--- src/hw/rtl/ffte_pkg.sv ---
// ffte_pkg: shared types and constants for the flat file table engine
// used by ffte_cell, ffte_cmap and flat_file_table_engine; no dependencies

package ffte_pkg;

    localparam int DIR_ENTRIES   = 16;
    localparam int CLUSTER_COUNT = 256;
    localparam int MAX_RESULTS   = 16;

    localparam int BASE_W   = 64;
    localparam int EXT_W    = 24;
    localparam int CL_W     = 8;
    localparam int SECTOR_W = 17;
    localparam int CFG_W    = 16;

    localparam int CHUNKS  = (CLUSTER_COUNT + 7) / 8;
    localparam int CHUNK_W = (CHUNKS > 1) ? $clog2(CHUNKS) : 1;
    localparam int MAP_W   = CHUNK_W + 3;
    localparam int STEP_W  = (DIR_ENTRIES > 1) ? $clog2(DIR_ENTRIES) : 1;
    localparam int CNT_W   = $clog2(MAX_RESULTS + 1);

    localparam logic [7:0]       MARK_EMPTY   = 8'h00;
    localparam logic [7:0]       MARK_DELETED = 8'hE5;
    localparam logic [CFG_W-1:0] SECTOR_BASE_RESET = 16'd11;

    typedef enum logic [1:0] {
        OP_LIST   = 2'd0,
        OP_FIND   = 2'd1,
        OP_CREATE = 2'd2,
        OP_DELETE = 2'd3
    } t_op;

    typedef enum logic [2:0] {
        ST_OK         = 3'd0,
        ST_NOT_FOUND  = 3'd1,
        ST_NO_CLUSTER = 3'd2,
        ST_DIR_FULL   = 3'd3,
        ST_DIR_EMPTY  = 3'd4
    } t_status;

    typedef enum logic [2:0] {
        S_IDLE,
        S_ALLOC_WAIT,
        S_ALLOC,
        S_SCAN,
        S_FINAL
    } t_state;

    typedef struct packed {
        logic [BASE_W-1:0] base;
        logic [EXT_W-1:0]  ext;
        logic [CL_W-1:0]   cluster;
    } t_entry;

    typedef struct packed {
        t_status             status;
        logic [BASE_W-1:0]   base;
        logic [EXT_W-1:0]    ext;
        logic [CL_W-1:0]     cluster;
        logic [SECTOR_W-1:0] sector;
    } t_result;

    typedef struct packed {
        logic            set_en;
        logic            clr_en;
        logic [CL_W-1:0] idx;
    } t_cmap_req;

    typedef struct packed {
        logic            any_free;
        logic [CL_W-1:0] cluster;
    } t_cmap_stat;

endpackage

--- src/hw/rtl/ffte_cell.sv ---
// ffte_cell: one directory entry cell of the rotating entry chain
// depends on ffte_pkg (t_entry)

module ffte_cell
    import ffte_pkg::*;
(
    input  logic   i_clk,
    input  logic   i_rst_n,
    input  logic   i_shift,
    input  t_entry i_entry,
    output t_entry o_entry
);

    t_entry r_entry;

    // entry moves one place towards the head on each shift
    always_ff @(posedge i_clk) begin
        if (!i_rst_n) begin
            r_entry <= '0;
        end else if (i_shift) begin
            r_entry <= i_entry;
        end
    end

    assign o_entry = r_entry;

endmodule

--- src/hw/rtl/ffte_cmap.sv ---
// ffte_cmap: cluster-in-use map with a two-level first-free search
// depends on ffte_pkg (sizes, t_cmap_req, t_cmap_stat)

module ffte_cmap
    import ffte_pkg::*;
(
    input  logic       i_clk,
    input  logic       i_rst_n,
    input  t_cmap_req  i_req,
    output t_cmap_stat o_stat
);

    logic [CHUNKS*8-1:0]  r_used;
    logic [CHUNKS*8-1:0]  free_vec;
    logic [CHUNKS-1:0]    chunk_free;
    logic [CHUNK_W-1:0]   n_chunk;
    logic [CHUNK_W-1:0]   r_chunk;
    logic                 n_any;
    logic                 r_any;
    logic [7:0]           chunk_bits;
    logic [2:0]           bit_idx;
    logic                 idx_ok;

    // clusters 0 and 1 and padding beyond the map never count as free
    always_comb begin
        for (int i = 0; i < CHUNKS * 8; i++) begin
            free_vec[i] = (i >= 2) && (i < CLUSTER_COUNT) && !r_used[i];
        end
        for (int c = 0; c < CHUNKS; c++) begin
            chunk_free[c] = |free_vec[c*8 +: 8];
        end
    end

    // first chunk with a free cluster
    always_comb begin
        n_chunk = '0;
        n_any   = 1'b0;
        for (int c = CHUNKS - 1; c >= 0; c--) begin
            if (chunk_free[c]) begin
                n_chunk = CHUNK_W'(c);
                n_any   = 1'b1;
            end
        end
    end

    // first free cluster inside the registered chunk
    always_comb begin
        chunk_bits = free_vec[r_chunk*8 +: 8];
        bit_idx    = '0;
        for (int b = 7; b >= 0; b--) begin
            if (chunk_bits[b]) begin
                bit_idx = 3'(b);
            end
        end
    end

    assign idx_ok = (32'(i_req.idx) < CLUSTER_COUNT);

    always_ff @(posedge i_clk) begin
        if (!i_rst_n) begin
            r_used  <= '0;
            r_chunk <= '0;
            r_any   <= 1'b0;
        end else begin
            r_chunk <= n_chunk;
            r_any   <= n_any;
            if (i_req.set_en && idx_ok) begin
                r_used[i_req.idx[MAP_W-1:0]] <= 1'b1;
            end else if (i_req.clr_en && idx_ok) begin
                r_used[i_req.idx[MAP_W-1:0]] <= 1'b0;
            end
        end
    end

    assign o_stat.any_free = r_any;
    assign o_stat.cluster  = CL_W'({r_chunk, bit_idx});

endmodule

--- src/hw/rtl/flat_file_table_engine.sv ---
// flat_file_table_engine: root directory and cluster allocator, top level
// depends on ffte_pkg, ffte_cell (entry chain) and ffte_cmap (cluster map)

// usage
//   input channel: one command transaction (operation, 11-byte name) at a time;
//   o_in_ready is high only out of reset and while no command is in progress
//   output channel: result transactions; o_last marks the final one of a command
//   config channel: i_cfg_data writes the sector number of cluster 2; ready
//   whenever out of reset, write only while the engine is idle
// timing
//   the directory sits in a ring of DIR_ENTRIES cells that rotates once per
//   scanning command, one entry a cycle while no stalled list result holds it,
//   so such a command walks all 16 entries; find and delete scan, then load
//   the result in S_FINAL; create first takes S_ALLOC_WAIT and S_ALLOC (the
//   cluster map first-free search); list results stream out during the scan,
//   the final one from S_FINAL; a create with no free cluster skips the scan;
//   the next command is accepted the cycle after the final result is loaded
// reset
//   synchronous, active low: empty directory, all clusters free, base 11
// stalls
//   results wait in an output register; a stalled receiver holds the rotation
//   whenever a new list result has to go out

module flat_file_table_engine
    import ffte_pkg::*;
(
    input  logic                i_clk,
    input  logic                i_rst_n,
    // command channel
    input  logic                i_in_valid,
    output logic                o_in_ready,
    input  logic [1:0]          i_operation,
    input  logic [BASE_W-1:0]   i_name_base,
    input  logic [EXT_W-1:0]    i_name_ext,
    // result channel
    output logic                o_out_valid,
    input  logic                i_out_ready,
    output logic [2:0]          o_status,
    output logic [BASE_W-1:0]   o_entry_base,
    output logic [EXT_W-1:0]    o_entry_ext,
    output logic [CL_W-1:0]     o_start_cluster,
    output logic [SECTOR_W-1:0] o_data_sector,
    output logic                o_last,
    // configuration channel
    input  logic                i_cfg_valid,
    output logic                o_cfg_ready,
    input  logic [CFG_W-1:0]    i_cfg_data
);

    // sector of a cluster, zero below the first data cluster
    function automatic t_result entry_result(input t_entry e, input logic [CFG_W-1:0] sb);
        t_result res;
        res.status  = ST_OK;
        res.base    = e.base;
        res.ext     = e.ext;
        res.cluster = e.cluster;
        if (e.cluster < CL_W'(2)) begin
            res.sector = '0;
        end else begin
            res.sector = SECTOR_W'(sb) + SECTOR_W'(e.cluster) - SECTOR_W'(2);
        end
        return res;
    endfunction

    t_state              r_state, n_state;
    t_op                 r_op, n_op;
    logic [BASE_W-1:0]   r_nb, n_nb;
    logic [EXT_W-1:0]    r_ne, n_ne;
    logic [STEP_W-1:0]   r_step, n_step;
    logic [CNT_W-1:0]    r_cnt, n_cnt;
    logic                r_stop, n_stop;
    logic                r_hit, n_hit;
    logic                r_have, n_have;
    logic [CL_W-1:0]     r_alloc, n_alloc;
    t_result             r_pend, n_pend;
    logic [CFG_W-1:0]    r_sbase;

    logic                r_out_valid, n_out_valid;
    t_result             r_out;
    logic                r_out_last;

    logic                push, push_last, out_free;
    logic                shift;
    t_entry              wb;
    t_entry              head;
    t_entry              cell_in  [DIR_ENTRIES];
    t_entry              cell_out [DIR_ENTRIES];
    t_cmap_req           cmap_req;
    t_cmap_stat          cmap_stat;

    logic [7:0]          b0;
    logic                is_empty, is_del, live, match, stall;

    // ring of entry cells, cell 0 is the head under inspection
    for (genvar g = 0; g < DIR_ENTRIES; g++) begin : g_cell
        if (g == DIR_ENTRIES - 1) begin : g_tail
            assign cell_in[g] = wb;
        end else begin : g_mid
            assign cell_in[g] = cell_out[g+1];
        end
        ffte_cell u_cell (
            .i_clk   (i_clk),
            .i_rst_n (i_rst_n),
            .i_shift (shift),
            .i_entry (cell_in[g]),
            .o_entry (cell_out[g])
        );
    end

    assign head = cell_out[0];

    ffte_cmap u_cmap (
        .i_clk   (i_clk),
        .i_rst_n (i_rst_n),
        .i_req   (cmap_req),
        .o_stat  (cmap_stat)
    );

    // head entry classification
    assign b0       = head.base[7:0];
    assign is_empty = (b0 == MARK_EMPTY);
    assign is_del   = (b0 == MARK_DELETED);
    assign live     = !r_stop && !is_empty && !is_del;
    assign match    = (head.base == r_nb) && (head.ext == r_ne);

    assign out_free   = !r_out_valid || i_out_ready;
    assign o_in_ready = (r_state == S_IDLE) && i_rst_n;
    assign o_cfg_ready = i_rst_n;

    // a list result can only leave when the output register has room
    assign stall = (r_state == S_SCAN) && (r_op == OP_LIST) && live
                   && (r_cnt < CNT_W'(MAX_RESULTS)) && r_have && !out_free;

    always_comb begin
        n_state   = r_state;
        n_op      = r_op;
        n_nb      = r_nb;
        n_ne      = r_ne;
        n_step    = r_step;
        n_cnt     = r_cnt;
        n_stop    = r_stop;
        n_hit     = r_hit;
        n_have    = r_have;
        n_alloc   = r_alloc;
        n_pend    = r_pend;
        push      = 1'b0;
        push_last = 1'b0;
        shift     = 1'b0;
        wb        = head;
        cmap_req  = '0;

        case (r_state)
            S_IDLE: begin
                if (i_in_valid) begin
                    n_op    = t_op'(i_operation);
                    n_nb    = i_name_base;
                    n_ne    = i_name_ext;
                    n_step  = '0;
                    n_cnt   = '0;
                    n_stop  = 1'b0;
                    n_hit   = 1'b0;
                    n_have  = 1'b0;
                    n_pend  = '0;
                    // failure answer preloaded, replaced on a hit
                    if (t_op'(i_operation) == OP_LIST) begin
                        n_pend.status = ST_DIR_EMPTY;
                    end else begin
                        n_pend.status = ST_NOT_FOUND;
                    end
                    if (t_op'(i_operation) == OP_CREATE) begin
                        n_state = S_ALLOC_WAIT;
                    end else begin
                        n_state = S_SCAN;
                    end
                end
            end
            S_ALLOC_WAIT: begin
                // chunk search register catches up with the last map update
                n_state = S_ALLOC;
            end
            S_ALLOC: begin
                if (cmap_stat.any_free) begin
                    n_alloc       = cmap_stat.cluster;
                    n_pend.status = ST_DIR_FULL;
                    n_state       = S_SCAN;
                end else begin
                    n_pend.status = ST_NO_CLUSTER;
                    n_state       = S_FINAL;
                end
            end
            S_SCAN: begin
                if (!stall) begin
                    shift  = 1'b1;
                    n_step = r_step + STEP_W'(1);
                    if (r_step == STEP_W'(DIR_ENTRIES - 1)) begin
                        n_state = S_FINAL;
                    end
                    case (r_op)
                        OP_LIST: begin
                            if (live && (r_cnt < CNT_W'(MAX_RESULTS))) begin
                                if (r_have) begin
                                    push = 1'b1;
                                end
                                n_pend = entry_result(head, r_sbase);
                                n_have = 1'b1;
                                n_cnt  = r_cnt + CNT_W'(1);
                            end
                            if (is_empty) begin
                                n_stop = 1'b1;
                            end
                        end
                        OP_FIND, OP_DELETE: begin
                            if (live && !r_hit && match) begin
                                n_pend = entry_result(head, r_sbase);
                                n_hit  = 1'b1;
                                if (r_op == OP_DELETE) begin
                                    wb.base[7:0] = MARK_DELETED;
                                end
                            end
                            if (is_empty) begin
                                n_stop = 1'b1;
                            end
                        end
                        OP_CREATE: begin
                            // first empty or deleted slot, no stop at empty
                            if (!r_hit && (is_empty || is_del)) begin
                                wb.base    = r_nb;
                                wb.ext     = r_ne;
                                wb.cluster = r_alloc;
                                n_pend     = entry_result(wb, r_sbase);
                                n_hit      = 1'b1;
                            end
                        end
                        default: begin
                        end
                    endcase
                end
            end
            S_FINAL: begin
                if (out_free) begin
                    push      = 1'b1;
                    push_last = 1'b1;
                    n_state   = S_IDLE;
                    if (r_hit && (r_op == OP_CREATE)) begin
                        cmap_req.set_en = 1'b1;
                        cmap_req.idx    = r_alloc;
                    end
                    if (r_hit && (r_op == OP_DELETE)) begin
                        cmap_req.clr_en = 1'b1;
                        cmap_req.idx    = r_pend.cluster;
                    end
                end
            end
            default: begin
                n_state = S_IDLE;
            end
        endcase
    end

    // output register handshake
    always_comb begin
        if (push) begin
            n_out_valid = 1'b1;
        end else if (i_out_ready) begin
            n_out_valid = 1'b0;
        end else begin
            n_out_valid = r_out_valid;
        end
    end

    always_ff @(posedge i_clk) begin
        if (!i_rst_n) begin
            r_state     <= S_IDLE;
            r_step      <= '0;
            r_cnt       <= '0;
            r_stop      <= 1'b0;
            r_hit       <= 1'b0;
            r_have      <= 1'b0;
            r_out_valid <= 1'b0;
            r_sbase     <= SECTOR_BASE_RESET;
        end else begin
            r_state     <= n_state;
            r_step      <= n_step;
            r_cnt       <= n_cnt;
            r_stop      <= n_stop;
            r_hit       <= n_hit;
            r_have      <= n_have;
            r_out_valid <= n_out_valid;
            if (i_cfg_valid) begin
                r_sbase <= i_cfg_data;
            end
        end
    end

    // command and result payload, no reset needed
    always_ff @(posedge i_clk) begin
        r_op    <= n_op;
        r_nb    <= n_nb;
        r_ne    <= n_ne;
        r_alloc <= n_alloc;
        r_pend  <= n_pend;
        if (push) begin
            r_out      <= r_pend;
            r_out_last <= push_last;
        end
    end

    assign o_out_valid     = r_out_valid;
    assign o_status        = r_out.status;
    assign o_entry_base    = r_out.base;
    assign o_entry_ext     = r_out.ext;
    assign o_start_cluster = r_out.cluster;
    assign o_data_sector   = r_out.sector;
    assign o_last          = r_out_last;

endmodule
--- config.mk ---
export PLATFORM = sky130hd
export DESIGN_NAME = flat_file_table_engine
export DESIGN_NICKNAME = d
export VERILOG_FILES = /design/src/hw/rtl/ffte_pkg.sv /design/src/hw/rtl/ffte_cell.sv /design/src/hw/rtl/ffte_cmap.sv /design/src/hw/rtl/flat_file_table_engine.sv
export SDC_FILE = /design/constraint.sdc
export NUM_CORES = 2
export LEC_CHECK = 0
export BUFFER_PORTS_ARGS = -buffer_cell sky130_fd_sc_hd__buf_2
export CAP_MARGIN = 10
export CORE_UTILIZATION = 31
export CTS_CLUSTER_DIAMETER = 80
export CTS_CLUSTER_SIZE = 14
export DETAILED_ROUTE_END_ITERATION = 8
export PLACE_DENSITY_LB_ADDON = 0.3
export SYNTH_ARGS = -nofsm -noshare
export SYNTH_HDL_FRONTEND = slang
export SYNTH_SLANG_ARGS = --single-unit
--- constraint.sdc ---
create_clock -name i_clk -period 25.6 [get_ports i_clk]
set_clock_uncertainty 0.2 [all_clocks]
set_input_delay 2.56 -clock i_clk [delete_from_list [all_inputs] [get_ports i_clk]]
set_output_delay 2.56 -clock i_clk [all_outputs]
set_load 0.02 [all_outputs]
# ---- Word-level counts from Yosys, hierarchy flattened
# Index checks and enable logic that the tools add are counted.
dict set report word_totals {
  reg_bits 2161
  in_bits 111
  output_inout_bits 120
  word_cells 595
}
dict set report classes {
  add_sub_neg 6
  order_cmp 5
  n_eq_ne 24
  shift 1
  mux 138
  bitwise_logic 4
  reduce_logical 336
}
# op n
set op_table {}
lappend op_table {{116-bit 2-to-1 mux} 5}
lappend op_table {{256-bit 2-to-1 mux} 2}
lappend op_table {{116-bit case mux with 3 select lines} 1}
lappend op_table {{96-bit 2-to-1 mux} 3}
lappend op_table {{1-bit logical NOT} 260}
lappend op_table {{256-bit AND} 1}
lappend op_table {{256-bit inverter} 1}
lappend op_table {{256-bit OR} 1}
lappend op_table {{256-bit by 9-bit indexed part select with 8-bit output} 1}
lappend op_table {{8-bit OR reduction} 31}
lappend op_table {{113-bit case mux with 2 select lines} 1}
lappend op_table {{127-bit OR reduction} 1}
lappend op_table {{5-bit 2-to-1 mux} 20}
lappend op_table {{64-bit == test} 1}
lappend op_table {{63-bit OR reduction} 1}
lappend op_table {{1-bit 2-to-1 mux} 56}
lappend op_table {{56-bit 2-to-1 mux} 1}
lappend op_table {{3-bit 2-to-1 mux} 14}
lappend op_table {{4-bit 2-to-1 mux} 10}
lappend op_table {{16-bit by 8-bit adder with 17-bit output} 2}
lappend op_table {{17-bit 2-to-1 mux} 2}
lappend op_table {{17-bit by 2-bit subtractor with 17-bit output, second input constant} 2}
lappend op_table {{32-bit 2-to-1 mux} 1}
lappend op_table {{31-bit OR reduction} 1}
lappend op_table {{other kinds (49)} 95}

# ---- Longest topological paths before layout
dict set report logic_depth {
  depth_word 34
  depth_mapped 12
  ltp_nobuf 12
}

# ---- Modules after synthesis
# From an unflattened synthesis, not the netlist that was laid out.
dict set report unflattened {
  cells_unflattened 8007
  hier_area_um2 89559.6
}
# mod n_inst cells_per_inst area_per_inst_um2 seq_area_each_um2
set by_module_without_submodules {}
lappend by_module_without_submodules {ffte_cell 16 309 3662.3 1921.8}
lappend by_module_without_submodules {flat_file_table_engine 1 1401 16952.5 10580.1}
lappend by_module_without_submodules {ffte_cmap 1 1662 14010.9 5205.0}

# ---- Least setup slack after synthesis
# OpenSTA, ideal clock, no wires.
dict set report synth_path {
  path_type {in2reg}
  startpoint {input i_out_ready}
  endpoint {register r_pend[0] (netlist name) (enable)}
  setup_time_ps 758
  arrival_time_ps 11479
  t_required_ps 24642
  setup_slack_ps 13163
  cell_stages 7
  path_buffers 1
  cell_sequence {nor2b_1 > and2_1 > buf_1 > nor3_1 > o31a_1 > o31a_1 > a21boi_0}
}
dict set report synth_via {
  elab_chain_cells 5
}
# element line
set synth_lines {}
lappend synth_lines {{from (decl)} flat_file_table_engine.sv:37} ;# input logic i_out_ready,
lappend synth_lines {{1-bit logical OR} flat_file_table_engine.sv:126} ;# assign out_free = !r_out_valid || i_out_ready;
lappend synth_lines {{1-bit logical NOT} flat_file_table_engine.sv:132} ;# && (r_cnt < CNT_W'(MAX_RESULTS)) && r_have && !out_free;
lappend synth_lines {{1-bit logical AND} flat_file_table_engine.sv:132}
lappend synth_lines {{2-bit != test (no source line)} n/a}
lappend synth_lines {{6-bit AND reduction (no source line)} n/a}
lappend synth_lines {{to (signal assigned)} flat_file_table_engine.sv:301} ;# r_pend <= n_pend;
lappend synth_lines {{to (decl)} flat_file_table_engine.sv:75} ;# t_result r_pend, n_pend;
# No other way between the ends.
# A chain may end at the register's enable or synchronous reset.

# ---- Final worst setup path
dict set report layout_path {
  startpoint {input i_out_ready}
  endpoint {register g_cell[3].u_cell.r_entry, in the netlist g_cell[3].u_cell.o_entry[59]}
}
dict set report layout_via {
  elab_chain_cells 5
}
# element line
set layout_lines {}
lappend layout_lines {{1-bit logical OR} flat_file_table_engine.sv:126}
lappend layout_lines {{1-bit logical NOT} flat_file_table_engine.sv:132}
lappend layout_lines {{1-bit logical AND} flat_file_table_engine.sv:132}
lappend layout_lines {{1-bit 2-to-1 mux} flat_file_table_engine.sv:192} ;# if (!stall) begin
lappend layout_lines {{1-bit 2-to-1 mux} flat_file_table_engine.sv:152} ;# case (r_state)
lappend layout_lines {{to (signal assigned)} ffte_cell.sv:21} ;# r_entry <= i_entry;
lappend layout_lines {{to (decl)} ffte_cell.sv:14} ;# t_entry r_entry;
# No other way between the ends.

==> summary.txt <==
Power and ir drop
  – Sequential fraction of design power: 55.7%
  – Power density cells: 71.22 mW/mm^2
  – Combinational power share: 5.6%
  – Switching portion of total power: 24.75%
  – Peak supply drop: 0.06904 mV
  – Clock power share: 38.8%
  – Total net switching power: 1.601 mW
  – Int Power: 4.869 mW
  – Leak: 28.35 nW

Logic synthesis
  – Syn_nets: 9797
  – Main synth FF type: dfxtp_1
  – Syn avg cell area: 8.565 um^2
  – Seq cells post-synth: 2159
  – Cells taking the most area after synthesis: dfxtp_1 44%, nand2_1 16%, edfxtp_1 12%, a21oi_1 10%, mux2i_1 2.6%
  – Yosys warns: 0
  – Mapped Area: 0.08259 mm^2
  – Top cell type's share of synthesized area: 44.31%
  – Asr flop ratio synth: 0%
  – Area leader, netlist: dfxtp_1
  – Sequential share of the synthesized area: 56.34%
  – Cells after Synth: 9643
  – Netlist cell types: 73
  – Post-synth EDFFs: 331

Run
  – Max Cap Viol: 0

Place
  – Detailed Place HPWL: 142800 um
  – PortBufs: 230
  – Routability Congestion: 0.8806

Setup path
  – Crit path max fanout: 189
  – WP data required: 26.15 ns
  – CP arrival: 9.45 ns
  – Crit Path Class: primary input to register
  – Critical Path Start Type: primary input
  – FF-to-FF setup slack: 17.84 ns
  – Crit end category: register

Timing
  – Tmin final: 8.901 ns
  – Final setup TNS: 0 ns
  – Setup violations, final: 0
  – Worst-margin pin slew: 1.246 ns
  – Fin. Hold Viols: 0
  – Final worst-path cycle share: 34.77%
  – RSZ-0062 raised after global routing: no
  – Slew headroom: 16.65%
  – F_max: 112.3 MHz
  – Pins Over Slew Limit: 0

Clock tree
  – Clk_lat worst skew: 0.85 ns
  – Hold-fix buffers, CTS: 0
  – Total CTS buffers: 173
  – CTS Root Cell: clkbuf_16
  – Post_cts resized: 0
  – CTS tree: built
  – Clock slew at reported path FFs: 0.06 ns
  – Clock Path Buffers: 3
  – CTS HTree Levels: 4
  – Setup Fix Bufs, Post-CTS: 0
  – Clock sink count: 2159

Global route
  – Total GRT Usage: 16.12%
  – Met2 usage: 24.93%
  – Remaining global-route overflow: 0
  – Largest net degree at the start of global routing: 237
  – First-pass GRT wire length: 348000 um
  – Met3 usage: 3.140%
  – Most Used Layer, Global Route: met2
  – Met1 global-route usage: 22.20%
  – Initial antenna violation count: 14
  – Vias in the first global route: 60270

Route
  – Drt initial violations: 6143
  – DR vias: 64860
  – Routed wire length: 224700 um
  – Via/cell ratio: 4.979
  – Wire per inst: 17.25 um
  – ANT nets after route: 0
  – Post-route DRC: 96
  – 1st-pass router iterations: 8

Hold path
  – Hold Path Class: register to register

Final layout
  – Proportion of layout cells with a drive suffix above 1: 6.438%
  – Area Growth Syn to Fin: 9.982%
  – Final Util: 34.27%
  – Nets: 9577
  – Layout filler cell count: 27240

Floorplanning
  – Core Area: 0.2651 mm^2
  – Initial Utilization: 31.16%
  – Die Ht: 518.2 um
  – Die ar.: 0.2685 mm^2
  – Die X-Extent: 518.2 um
  – I/O pin count: 231
  – Placement Rows: 189

Outcome
  – Failing checks: design-rule violations
  – Status: finished with violations
-- critical path, stage by stage --
cell and delay, ns:
buf_2 0.12, nor2b_1 0.44, and2_1 0.46, a21o_4 0.50
buf_4 0.67, buf_12 0.62, buf_4 0.81, buf_4 0.75
buf_4 0.92, buf_4 0.92, nand2_1 0.14, a21oi_1 0.18
-- path summary, 6_finish.rpt --
check / cells past startpoint / from / endpoint
min reg2reg: 2 / g_cell[5].u_cell.o_entry[36]$_SDFFE_PN0P_ / g_cell[4].u_cell.o_entry[36]$_SDFFE_PN0P_
max reg2reg: 12 / g_cell[0].u_cell.o_entry[39]$_SDFFE_PN0P_ / g_cell[3].u_cell.o_entry[59]$_SDFFE_PN0P_
max: 12 / i_out_ready / g_cell[3].u_cell.o_entry[59]$_SDFFE_PN0P_
min: 2 / g_cell[5].u_cell.o_entry[36]$_SDFFE_PN0P_ / g_cell[4].u_cell.o_entry[36]$_SDFFE_PN0P_
-- power groups by stage --
| stage | Combinational [mW] | Clock [mW] | Sequential (mW) |
|---|---|---|---|
| after CTS | 0.361 | 2.58 | 3.60 |
| after global routing | 0.393 | 2.71 | 3.60 |
| after floorplan | 0.242 | 0 | 3.66 |
| final | 0.360 | 2.51 | 3.60 |
| after detailed placement | 0.360 | 0 | 3.68 |
| after global placement | 0.356 | 0 | 3.68 |
-- metrics by stage --
stage | setup slack, ns | power, mW | hold WS (ns) | area [um^2] | std cells
finish | 16.70 | 6.470 | 0.1963 | 90840 | 13030
global route | 16.13 | 6.709 | 0.2242 | 90830 | 13020
detailed placement | 15.88 | 4.036 | 0.2045 | 85870 | 12780
CTS | 16.83 | 6.545 | 0.2050 | 90810 | 13020
global placement | 15.96 | 4.033 | 0.2059 | 85870 | 12780
floorplan | 13.16 | 3.906 | 0.2003 | 82590 | 9643
-- cell families after synthesis --
| family | Yosys count | synth area share, % |
|---|---|---|
| AO/OA/AOI/OAI | 1981 | 12.83 |
| buffers and inverters | 795 | 4.124 |
| XOR/XNOR | 59 | 0.6257 |
| adder cells (fa/ha/maj) | 43 | 0.6696 |
| AND/OR/NAND/NOR | 4317 | 20.82 |
| multiplexers | 289 | 4.586 |
| flip-flops | 2159 | 56.34 |
-- cell usage in the layout, fill, tap and decap left out, drive strengths merged, types with 80 or more instances in the layout --
cell       n
a21oi   1666
a311oi    80
buf      313
clkbuf   224
dfxtp   1828
edfxtp   331
inv       91
mux2i    213
nand2   3424
nand3    109
nand4     85
nor2     470
o21ai    100
-- per-layer routing --
layer,share of wire (%),wire length (um)
met1,45,102100
met2,45,100100
met3,6.6,14730
met4,3.4,7667
met5,0.041,93
-- synthesized netlist by cell type (21+ instances only) --
cell type	n
nand3_1	109
a311oi_1	80
ha_1	41
mux2i_1	213
nor2b_1	77
buf_1	21
nand4_1	85
a21oi_1	1665
clkbuf_1	389
nor2_1	466
buf_2	283
xor2_1	44
nand2_1	3424
dfxtp_1	1828
nor3_1	28
edfxtp_1	331
mux4_2	71
nor4_1	50
inv_1	86
o21ai_0	100
-- area by class of cell --
| cell class | instances | area [um^2] | share of cell area, % |
|---|---|---|---|
| multi-input combinational | 6689 | 32720 | 36.02 |
| clock inverter | 18 | 402.9 | 0.4435 |
| sequential | 2159 | 46540 | 51.23 |
| clock buffer | 224 | 4542 | 5.000 |
| inverter | 87 | 336.6 | 0.3705 |
| timing repair buffer | 313 | 1866 | 2.054 |
| antenna | 3 | 7.507 | 0.008264 |
| tap | 3533 | 4420 | 4.866 |
Power figures use the tool's default switching activity.
